[src/hdl/md5_pkg.sv]
// md5 digest package: payload types, round constants and shift amounts
package md5_pkg;

  typedef struct packed {
    logic [7:0] data_byte;
    logic       byte_valid;
    logic       msg_end;
  } in_word_t;

  typedef struct packed {
    logic [31:0] digest_a;
    logic [31:0] digest_b;
    logic [31:0] digest_c;
    logic [31:0] digest_d;
  } out_word_t;

  typedef logic [511:0] block_t;

  typedef struct packed {
    logic   last_blk;
    block_t data;
  } blk_item_t;

  localparam logic [31:0] INIT_A = 32'h67452301;
  localparam logic [31:0] INIT_B = 32'hefcdab89;
  localparam logic [31:0] INIT_C = 32'h98badcfe;
  localparam logic [31:0] INIT_D = 32'h10325476;
  localparam int          QDEPTH = 2;

  localparam logic [31:0] ROUND_K [64] = '{
    32'hd76aa478, 32'he8c7b756, 32'h242070db, 32'hc1bdceee,
    32'hf57c0faf, 32'h4787c62a, 32'ha8304613, 32'hfd469501,
    32'h698098d8, 32'h8b44f7af, 32'hffff5bb1, 32'h895cd7be,
    32'h6b901122, 32'hfd987193, 32'ha679438e, 32'h49b40821,
    32'hf61e2562, 32'hc040b340, 32'h265e5a51, 32'he9b6c7aa,
    32'hd62f105d, 32'h02441453, 32'hd8a1e681, 32'he7d3fbc8,
    32'h21e1cde6, 32'hc33707d6, 32'hf4d50d87, 32'h455a14ed,
    32'ha9e3e905, 32'hfcefa3f8, 32'h676f02d9, 32'h8d2a4c8a,
    32'hfffa3942, 32'h8771f681, 32'h6d9d6122, 32'hfde5380c,
    32'ha4beea44, 32'h4bdecfa9, 32'hf6bb4b60, 32'hbebfbc70,
    32'h289b7ec6, 32'heaa127fa, 32'hd4ef3085, 32'h04881d05,
    32'hd9d4d039, 32'he6db99e5, 32'h1fa27cf8, 32'hc4ac5665,
    32'hf4292244, 32'h432aff97, 32'hab9423a7, 32'hfc93a039,
    32'h655b59c3, 32'h8f0ccc92, 32'hffeff47d, 32'h85845dd1,
    32'h6fa87e4f, 32'hfe2ce6e0, 32'ha3014314, 32'h4e0811a1,
    32'hf7537e82, 32'hbd3af235, 32'h2ad7d2bb, 32'heb86d391
  };

  localparam logic [4:0] ROT_S [16] = '{
    5'd7, 5'd12, 5'd17, 5'd22, 5'd5, 5'd9, 5'd14, 5'd20,
    5'd4, 5'd11, 5'd16, 5'd23, 5'd6, 5'd10, 5'd15, 5'd21
  };

endpackage

[src/hdl/md5_message_digest_top.sv]
// md5 message digest top level
// a byte word is taken each cycle while no padding block is pending and the queue is not full
// each 64-byte block passes through the round engine as a load, 64 steps and an add
// the digest is written once the last block of a message has run through the round engine
// sustained rate is bound by the 64-step round loop; the queue lets new blocks fill meanwhile
// synchronous active-low reset restores the initial chaining words and empties all queues
module md5_message_digest_top import md5_pkg::*; (
  input  logic      clk,
  input  logic      rst_n,
  input  logic      in_push,
  output logic      in_full,
  input  in_word_t  in_word,
  output logic      out_empty,
  input  logic      out_pop,
  output out_word_t out_word
);

  logic      q_push, q_full, q_pop, q_empty;
  blk_item_t q_item, q_head;

  md5_front u_front (
    .clk, .rst_n, .in_push, .in_full, .in_word, .q_full, .q_push, .q_item
  );

  md5_queue u_queue (
    .clk, .rst_n, .q_push, .q_item, .q_full, .q_pop, .q_empty, .q_head
  );

  md5_back u_back (
    .clk, .rst_n, .q_empty, .q_head, .q_pop, .out_empty, .out_pop, .out_word
  );

endmodule

[src/hdl/md5_front.sv]
// md5 front end: packs bytes into blocks and builds the padding blocks
module md5_front import md5_pkg::*; (
  input  logic      clk,
  input  logic      rst_n,
  input  logic      in_push,
  output logic      in_full,
  input  in_word_t  in_word,
  input  logic      q_full,
  output logic      q_push,
  output blk_item_t q_item
);

  typedef enum logic [2:0] {
    ST_IDLE = 3'b001,
    ST_PAD  = 3'b010,
    ST_LEN  = 3'b100
  } fr_state_t;

  fr_state_t   st_r, st_nxt;
  logic [60:0] cnt_r, cnt_nxt;
  block_t      blk_r, blk_nxt;
  block_t      blk_ins, pad_blk;
  logic [5:0]  used;
  logic [63:0] bit_len;

  assign used    = cnt_r[5:0];
  assign bit_len = {cnt_r, 3'b000};
  assign in_full = (st_r != ST_IDLE) || q_full;

  always_comb begin
    blk_ins = blk_r;
    blk_ins[8*used +: 8] = in_word.data_byte;
    for (int i = 0; i < 64; i++) begin
      if (st_r == ST_PAD && 6'(i) < used) begin
        pad_blk[8*i +: 8] = blk_r[8*i +: 8];
      end else if (st_r == ST_PAD && 6'(i) == used) begin
        pad_blk[8*i +: 8] = 8'h80;
      end else begin
        pad_blk[8*i +: 8] = 8'h00;
      end
    end
    if (st_r == ST_LEN || used < 6'd56) begin
      pad_blk[511:448] = bit_len;
    end
  end

  always_comb begin
    st_nxt = st_r;
    cnt_nxt = cnt_r;
    blk_nxt = blk_r;
    q_push = 1'b0;
    q_item = '{last_blk: 1'b0, data: blk_ins};
    case (st_r)
      ST_IDLE: begin
        if (in_push && !in_full) begin
          if (in_word.byte_valid) begin
            blk_nxt = blk_ins;
            cnt_nxt = cnt_r + 61'd1;
            if (used == 6'd63) begin
              q_push = 1'b1;
            end
          end
          if (in_word.msg_end) begin
            st_nxt = ST_PAD;
          end
        end
      end
      ST_PAD: begin
        q_item = '{last_blk: (used < 6'd56), data: pad_blk};
        if (!q_full) begin
          q_push = 1'b1;
          if (used < 6'd56) begin
            st_nxt = ST_IDLE;
            cnt_nxt = '0;
          end else begin
            st_nxt = ST_LEN;
          end
        end
      end
      ST_LEN: begin
        q_item = '{last_blk: 1'b1, data: pad_blk};
        if (!q_full) begin
          q_push = 1'b1;
          st_nxt = ST_IDLE;
          cnt_nxt = '0;
        end
      end
      default: begin
        st_nxt = ST_IDLE;
      end
    endcase
  end

  always_ff @(posedge clk) begin
    if (!rst_n) begin
      st_r <= ST_IDLE;
      cnt_r <= '0;
    end else begin
      st_r <= st_nxt;
      cnt_r <= cnt_nxt;
    end
    blk_r <= blk_nxt;
  end

endmodule

[src/hdl/md5_queue.sv]
// md5 block queue between front end and round engine
module md5_queue import md5_pkg::*; (
  input  logic      clk,
  input  logic      rst_n,
  input  logic      q_push,
  input  blk_item_t q_item,
  output logic      q_full,
  input  logic      q_pop,
  output logic      q_empty,
  output blk_item_t q_head
);

  blk_item_t  mem_r [QDEPTH];
  logic       wr_ptr_r, wr_ptr_nxt, rd_ptr_r, rd_ptr_nxt;
  logic [1:0] cnt_r, cnt_nxt;

  assign q_full  = (cnt_r == 2'(QDEPTH));
  assign q_empty = (cnt_r == 2'd0);
  assign q_head  = mem_r[rd_ptr_r];

  always_comb begin
    wr_ptr_nxt = wr_ptr_r;
    rd_ptr_nxt = rd_ptr_r;
    cnt_nxt = cnt_r;
    if (q_push && !q_full) begin
      wr_ptr_nxt = ~wr_ptr_r;
      cnt_nxt = cnt_nxt + 2'd1;
    end
    if (q_pop && !q_empty) begin
      rd_ptr_nxt = ~rd_ptr_r;
      cnt_nxt = cnt_nxt - 2'd1;
    end
  end

  always_ff @(posedge clk) begin
    if (!rst_n) begin
      wr_ptr_r <= 1'b0;
      rd_ptr_r <= 1'b0;
      cnt_r <= '0;
    end else begin
      wr_ptr_r <= wr_ptr_nxt;
      rd_ptr_r <= rd_ptr_nxt;
      cnt_r <= cnt_nxt;
    end
    if (q_push && !q_full) begin
      mem_r[wr_ptr_r] <= q_item;
    end
  end

endmodule

[src/hdl/md5_back.sv]
// md5 round engine: one step per cycle, chaining update and digest register
module md5_back import md5_pkg::*; (
  input  logic      clk,
  input  logic      rst_n,
  input  logic      q_empty,
  input  blk_item_t q_head,
  output logic      q_pop,
  output logic      out_empty,
  input  logic      out_pop,
  output out_word_t out_word
);

  typedef enum logic [2:0] {
    BK_IDLE = 3'b001,
    BK_RUN  = 3'b010,
    BK_ADD  = 3'b100
  } bk_state_t;

  bk_state_t   st_r, st_nxt;
  logic [5:0]  step_r, step_nxt;
  logic        last_r, last_nxt;
  block_t      w_r, w_nxt;
  logic [31:0] a_r, b_r, c_r, d_r, a_nxt, b_nxt, c_nxt, d_nxt;
  logic [31:0] ca_r, cb_r, cc_r, cd_r, ca_nxt, cb_nxt, cc_nxt, cd_nxt;
  out_word_t   out_r, out_nxt;
  logic        oval_r, oval_nxt;
  logic [31:0] f, tmp, rotv;
  logic [63:0] rot64;
  logic [3:0]  g;
  logic [1:0]  rnd;

  assign rnd       = step_r[5:4];
  assign out_empty = !oval_r;
  assign out_word  = out_r;
  assign q_pop     = (st_r == BK_IDLE) && !q_empty && (!q_head.last_blk || !oval_r);

  always_comb begin
    case (rnd)
      2'd0: begin
        f = (b_r & c_r) | (~b_r & d_r);
        g = step_r[3:0];
      end
      2'd1: begin
        f = (b_r & d_r) | (c_r & ~d_r);
        g = 4'(5 * step_r + 1);
      end
      2'd2: begin
        f = b_r ^ c_r ^ d_r;
        g = 4'(3 * step_r + 5);
      end
      default: begin
        f = c_r ^ (b_r | ~d_r);
        g = 4'(7 * step_r);
      end
    endcase
    tmp = a_r + f + ROUND_K[step_r] + w_r[32*g +: 32];
    rot64 = {tmp, tmp} << ROT_S[{rnd, step_r[1:0]}];
    rotv = rot64[63:32];
  end

  always_comb begin
    st_nxt = st_r;
    step_nxt = step_r;
    last_nxt = last_r;
    w_nxt = w_r;
    {a_nxt, b_nxt, c_nxt, d_nxt} = {a_r, b_r, c_r, d_r};
    {ca_nxt, cb_nxt, cc_nxt, cd_nxt} = {ca_r, cb_r, cc_r, cd_r};
    out_nxt = out_r;
    oval_nxt = oval_r;
    if (out_pop && oval_r) begin
      oval_nxt = 1'b0;
    end
    case (st_r)
      BK_IDLE: begin
        if (q_pop) begin
          st_nxt = BK_RUN;
          step_nxt = '0;
          last_nxt = q_head.last_blk;
          w_nxt = q_head.data;
          {a_nxt, b_nxt, c_nxt, d_nxt} = {ca_r, cb_r, cc_r, cd_r};
        end
      end
      BK_RUN: begin
        a_nxt = d_r;
        d_nxt = c_r;
        c_nxt = b_r;
        b_nxt = b_r + rotv;
        step_nxt = step_r + 6'd1;
        if (step_r == 6'd63) begin
          st_nxt = BK_ADD;
        end
      end
      BK_ADD: begin
        st_nxt = BK_IDLE;
        if (last_r) begin
          out_nxt = '{digest_a: ca_r + a_r, digest_b: cb_r + b_r,
                      digest_c: cc_r + c_r, digest_d: cd_r + d_r};
          oval_nxt = 1'b1;
          {ca_nxt, cb_nxt, cc_nxt, cd_nxt} = {INIT_A, INIT_B, INIT_C, INIT_D};
        end else begin
          ca_nxt = ca_r + a_r;
          cb_nxt = cb_r + b_r;
          cc_nxt = cc_r + c_r;
          cd_nxt = cd_r + d_r;
        end
      end
      default: begin
        st_nxt = BK_IDLE;
      end
    endcase
  end

  always_ff @(posedge clk) begin
    if (!rst_n) begin
      st_r <= BK_IDLE;
      oval_r <= 1'b0;
      {ca_r, cb_r, cc_r, cd_r} <= {INIT_A, INIT_B, INIT_C, INIT_D};
    end else begin
      st_r <= st_nxt;
      oval_r <= oval_nxt;
      {ca_r, cb_r, cc_r, cd_r} <= {ca_nxt, cb_nxt, cc_nxt, cd_nxt};
    end
    step_r <= step_nxt;
    last_r <= last_nxt;
    w_r <= w_nxt;
    {a_r, b_r, c_r, d_r} <= {a_nxt, b_nxt, c_nxt, d_nxt};
    out_r <= out_nxt;
  end

endmodule

[config.mk]
export PLATFORM = sky130hd
export DESIGN_NAME = md5_message_digest_top
export DESIGN_NICKNAME = d
export VERILOG_FILES = /design/src/hdl/md5_pkg.sv /design/src/hdl/md5_message_digest_top.sv /design/src/hdl/md5_front.sv /design/src/hdl/md5_queue.sv /design/src/hdl/md5_back.sv
export SDC_FILE = /design/constraint.sdc
export NUM_CORES = 2
export LEC_CHECK = 0
export BUFFER_PORTS_ARGS = -buffer_cell sky130_fd_sc_hd__buf_4
export CORE_MARGIN = 3
export CORE_UTILIZATION = 45
export CTS_BUF_LIST = sky130_fd_sc_hd__clkbuf_2
export CTS_CLUSTER_DIAMETER = 60
export CTS_CLUSTER_SIZE = 40
export DETAILED_ROUTE_END_ITERATION = 16
export MAX_ROUTING_LAYER = met4
export SLEW_MARGIN = 0
export SYNTH_ARGS = -nofsm -noshare
export SYNTH_HDL_FRONTEND = slang
export SYNTH_SLANG_ARGS = --single-unit
export TNS_END_PERCENT = 1
[constraint.sdc]
create_clock -name clk -period 82.7 [get_ports clk]
set_input_delay 16.54 -clock clk [delete_from_list [all_inputs] [get_ports clk]]
set_output_delay 16.54 -clock clk [all_outputs]
set_load 0.01 [all_outputs]
# After elaboration in Yosys (flattened, before gate mapping)
# Memories as Yosys holds them, arrays and structs flattened. A register that Yosys moved wholly into a read port is not among the register bits.
# Cells that the tools add are included.
[totals] register_bits=1487 ram_bits=1026 rom_bits=2128 input_bits=14 word_cells=549 mem_count=3
[op_classes] n_addsub=15 mul=3 order_cmp=67 eq_ne=83 n_shift=4 muxes=180 bitwise=16 n_reduce_logical=155
[mem_list] name="(name not given)" depth=64 word_bits=32 rd=1 rd_ports_with_merged_regs=0 write_ports=0 line_no="md5_back.sv:56" rtl="tmp = a_r + f + ROUND_K[step_r] + w_r[32*g +: 32];"
[mem_list] name="u_queue.mem_r" depth=2 word_bits=513 rd=1 rd_ports_with_merged_regs=1 write_ports=1 line_no="md5_queue.sv:13" rtl="blk_item_t mem_r [QDEPTH];"
[mem_list] name="(name not given)" depth=16 word_bits=5 rd=1 rd_ports_with_merged_regs=0 write_ports=0 line_no="md5_back.sv:57" rtl="rot64 = {tmp, tmp} << ROT_S[{rnd, step_r[1:0]}];"
[ops] operator="$pmux 513 s2" n=1
[ops] operator="$mux 8" n=128
[ops] operator="$bwmux 512" n=1
[ops] operator="$shift 8x34->512 const A" n=1
[ops] operator="$shiftx 512x10->32" n=1
[ops] operator="$shiftx 8x34->512" n=1
[ops] operator="$mux 32" n=10
[ops] operator="$mux 61" n=5
[ops] operator="$add 32x32->32" n=8
[ops] operator="$pmux 32 s2" n=4
[ops] operator="$eq 6x6->1 const A" n=32
[ops] operator="$lt 6x6->1 const A" n=32
[ops] operator="$pmux 61 s3" n=1
[ops] operator="$logic_and 1x1->1" n=134
[ops] operator="$and 32x32->32" n=4
[ops] operator="$eq 5x6->1 const A" n=16
[ops] operator="$lt 5x6->1 const A" n=16
[ops] operator="$or 32x32->32" n=3
[ops] operator="$pmux 32 s3" n=1
[ops] operator="$xor 32x32->32" n=3
[ops] operator="$mux 64" n=1
[ops] operator="$not 32->32" n=2
[ops] operator="$shl 64x5->64" n=1
[ops] operator="$add 61x1->61 const B" n=1
[ops] operator="52 further kinds" n=116

# Longest topological paths before layout
[depth] word_depth=10 ltp_mapped=45

# Hierarchy
# A second synthesis with hierarchy kept.
[hier_totals] cells_unflattened=9635 area_unflattened_um2=121208.7
[by_module_without_submodules] module="md5_back" instances=1 cells_each=4586 area_per_inst_um2=51145.3 seq_area_each_um2=25914.9
[by_module_without_submodules] module="md5_queue" instances=1 cells_each=1629 area_per_inst_um2=37493.5 seq_area_each_um2=30909.6
[by_module_without_submodules] module="md5_front" instances=1 cells_each=3420 area_per_inst_um2=32570.0 seq_area_each_um2=16656.0

# Worst setup path after synthesis
# OpenSTA, ideal clock, no wires.
[synth_timing] path_type="input -> register" startpoint="input in_word[1] (netlist name)" endpoint="memory u_queue.mem_r[1][0] (netlist name) (enable)" arrival_time_ns=66.782 path_slack_ns=14.455 path_stages=4 path_buffers=0 cell_sequence="nand2_1 -> nor2_1 -> a22oi_1 -> nor2b_1"
[synth_via] elab_chain_len=6
[synth_rtl] element="start: declaration" line_no="md5_message_digest_top.sv:12" rtl="input in_word_t in_word,"
[synth_rtl] element="$mux 1" line_no="md5_front.sv:56" rtl="if (in_word.byte_valid) begin"
[synth_rtl] element="$mux 1" line_no="md5_front.sv:55" rtl="if (in_push && !in_full) begin"
[synth_rtl] element="$pmux 1 s2" line_no="md5_front.sv:53" rtl="case (st_r)"
[synth_rtl] element="$logic_and 1x1->1" line_no="md5_queue.sv:45" rtl="if (q_push && !q_full) begin"
[synth_rtl] element="$mux 1" line_no="md5_queue.sv:45"
[synth_rtl] element="$mux 1 (not written as such)" line_no="md5_queue.sv:46" rtl="mem_r[wr_ptr_r] <= q_item;"
[synth_rtl] element="end: declaration" line_no="md5_queue.sv:13"
# No other way between the ends.

# Final worst setup path
[layout_timing] startpoint="register u_queue.cnt_r[0]" endpoint="output in_full"
[layout_via] elab_chain_len=2
[layout_rtl] element="start: declaration" line_no="md5_queue.sv:15" rtl="logic [1:0] cnt_r, cnt_nxt;"
[layout_rtl] element="start signal: assignment" line_no="md5_queue.sv:43" rtl="cnt_r <= cnt_nxt;"
[layout_rtl] element="$eq 2x2->1" line_no="md5_queue.sv:17" rtl="assign q_full = (cnt_r == 2'(QDEPTH));"
[layout_rtl] element="$logic_or 1x1->1" line_no="md5_front.sv:28" rtl="assign in_full = (st_r != ST_IDLE) || q_full;"
[layout_rtl] element="end: declaration" line_no="md5_message_digest_top.sv:11" rtl="output logic in_full,"
# No other way between the ends.

==> metrics.txt <==
critical path type register to output port; total wire length 378000 um; fraction of registers with async set/reset 0%; hold path start u_queue.mem_r[0][2]$_DFFE_PP_; final period utilization between 20% and 30%; worst path required time 66160 ps; Placer Congestion 0.942; root buffer cell clkbuf_2; Crit Path Max Fanout 4; Cells after Synth 9265; status complete, no violations; Num Clock Sinks 2514; crit path capture type output port; Total Neg Setup Slack 0 ps; clock skew between 300 and 400 ps; Vias 79600; Adder-Cell Fraction of Synth Area 3.71%; Synth Flop Type edfxtp_1; Syn Nets 9570; Critical Path Source Type register; total grt overflow 0; Initial Utilization a little under half; met1 usage a little over a third; Buf+Inv Stages, Crit Path 2; min Tclk post-route 20210 ps; FF-to-FF End u_back.b_r[30]$_DFFE_PP_; largest family of logic cells by synthesized area compound AO/OA/AOI/OAI gates; H-tree depth 4; Hold Buf Count CTS 0; width of the chip around 520 um; core area 0.266 mm2; internal reg-to-reg setup slack 68250 ps; antenna viol nets, final 0; Rows between 150 and 200; relative slew slack between 10% and 20%; Syn-to-layout area delta 7.24%; Via density 6.12; met3 Resource Use GR 3.63%; Synth Warn # 0; max-slew violation count 0; largest net degree at the start of global routing 180; WHS Path Cells 1; TritonCTS clock tree done; vias in the first global route 77200; total iterations of the first detailed-routing run 6; Yosys top cell area share between 50% and 60%; cell taking the most area after synthesis edfxtp_1; # port buffers 143; WP data arrival 3670 ps; syn avg cell area 13.0 um2; Register-to-Register Path Depth ~40; number of synthesized flops with an enable pin roughly 2300; #FFs+latches synth 2514; Setup Viol. Count Final 0; initial antenna violation count 17; sequential element share of the synthesized area 61.0%; Synth Area in Simple Gates 8.51%; max-cap viol count 0; worst skew pair latency 2100 ps; Worst path max stage delay 550 ps; commonest non-fill, non-tap cell in the layout edfxtp_1; clock-pin slew on the worst setup and hold paths 450 ps; Hold EP u_back.w_r[2]$_DFFE_PP_; post-synthesis cell area 0.120 mm2; GRT Util Overall 27.8%; Final Hold Viols 0; slowest CP cell or3_1; wire per inst 29.1 um; total CTS buffers 176; post-CTS setup buffer count 0; final routed DRC violation total 0; Chip Height 523 um; DR iter-0 viols 8796; Crit path max-delay family simple AND/OR/NAND/NOR gates; I/O Pins 144; max frequency 49.5 MHz; Final nets around 9600; worst hold path class register to register; M2 GR Usage about 44%; main area contributors after synthesis edfxtp_1, mux2_2, nand2_1, dfxtp_1, a22o_1; global-route wire length before repair 541000 um; CP Depth 4; fraction of layout cells with a size suffix above 1 about 18%; CP Cell Sequence inv_1 -> ha_1 -> or3_1 -> buf_4; post-synthesis mux area share 11.2%; post-synthesis xor/xnor area fraction ~1.9%; distinct cell type count after synthesis 93; R2R Path Start u_back.step_r[0]$_SDFFCE_PN0P_; post-cts sizing count 0; post-DP HPWL 256000 um; layer with the highest usage met2; worst slew pin tran approximately 1300 ps; commonest cells after routing, fill and taps aside edfxtp_1, nand2_1, mux2_2; Die ar. between 0.2 and 0.3 mm2; RSZ-0062 raised after global routing false; clock tree buffer depth 3; Synth Area in Compound Gates 11.3%
-- cell usage after synthesis (109+ instances only) --
library cell,n
edfxtp_1,2313
nand2_1,1156
mux2_2,833
nor2_1,547
o21ai_0,482
a22o_1,407
clkbuf_1,386
a21oi_1,321
inv_1,272
ha_1,222
dfxtp_1,201
nand3_1,188
a31oi_1,138
mux4_2,138
xnor2_1,137
xor2_1,121
nor3_1,109
-- kinds of logic after synthesis --
logic type      Yosys count
compound gates         1983
xor+xnor                261
fa+ha+maj               322
buf+inv                 755
flops                  2514
mux                    1067
simple gates           2363
-- per-layer routing --
metal	up-vias	part of all wire, %
li1	35200	-
met1	40600	42
met2	3146	48
met3	631	6.7
met4	0	4.0
met5	-	0
-- worst max path at each step --
stage,startpoint,end
2_1_floorplan,in_word[1],u_queue.mem_r[1][0]$_DFFE_PP_
3_5_place_dp,in_push,u_queue.mem_r[1][187]$_DFFE_PP_
5_1_grt,u_queue.cnt_r[0]$_SDFF_PN0_,in_full
4_1_cts,u_queue.cnt_r[0]$_SDFF_PN0_,in_full
6_report,u_queue.cnt_r[0]$_SDFF_PN0_,in_full
3_3_place_gp,in_push,u_queue.mem_r[1][34]$_DFFE_PP_
-- stage by stage --
step	cell area, um2	instances	setup WS, ps	hold WS (ps)	util (%)
after floorplan	120000	9265	14460	449	-
after global placement	126000	12600	62430	459	47.3
after detailed placement	126000	12600	62440	464	47.3
after CTS	129000	13000	62360	454	48.6
after global routing	129000	13000	62300	482	48.6
final	129000	13000	62490	433	48.6
-- worst register-to-register path, delay by kind of cell (launching register included) --
kind	cells	cell delay (ps)
AOI/OAI and AO/OA	19	6990
xor gates and xnor gates	1	190
adders and majority gates	5	2480
buffers and inverters	7	2200
DFF	1	380
muxes	6	1690
and+or+nand+nor	3	480
-- sequential cells by signal, indices dropped and copies added, names as in the netlist, 61 cells and up, named ones only --
| register | cells |
|---|---|
| u_front.cnt_r | 61 |
| u_back.out_word | 128 |
| u_back.w_r | 512 |
| u_front.blk_r | 512 |
| u_queue.mem_r | 1026 |
-- layout make-up --
| cell class | count | area, um2 |
|---|---|---|
| fill | 23500 | 137000 |
| sequential | 2514 | 73500 |
| multi-input combinational | 5996 | 44300 |
| tap | 3533 | 4420 |
| timing repair buffer | 318 | 2540 |
| clock inverter | 154 | 2370 |
| inverter | 278 | 1050 |
| clock buffer | 180 | 901 |
| antenna | 23 | 57.6 |
Power is not shown: default switching activity piles up to over one toggle a cycle in this logic, so the estimate is an artifact.
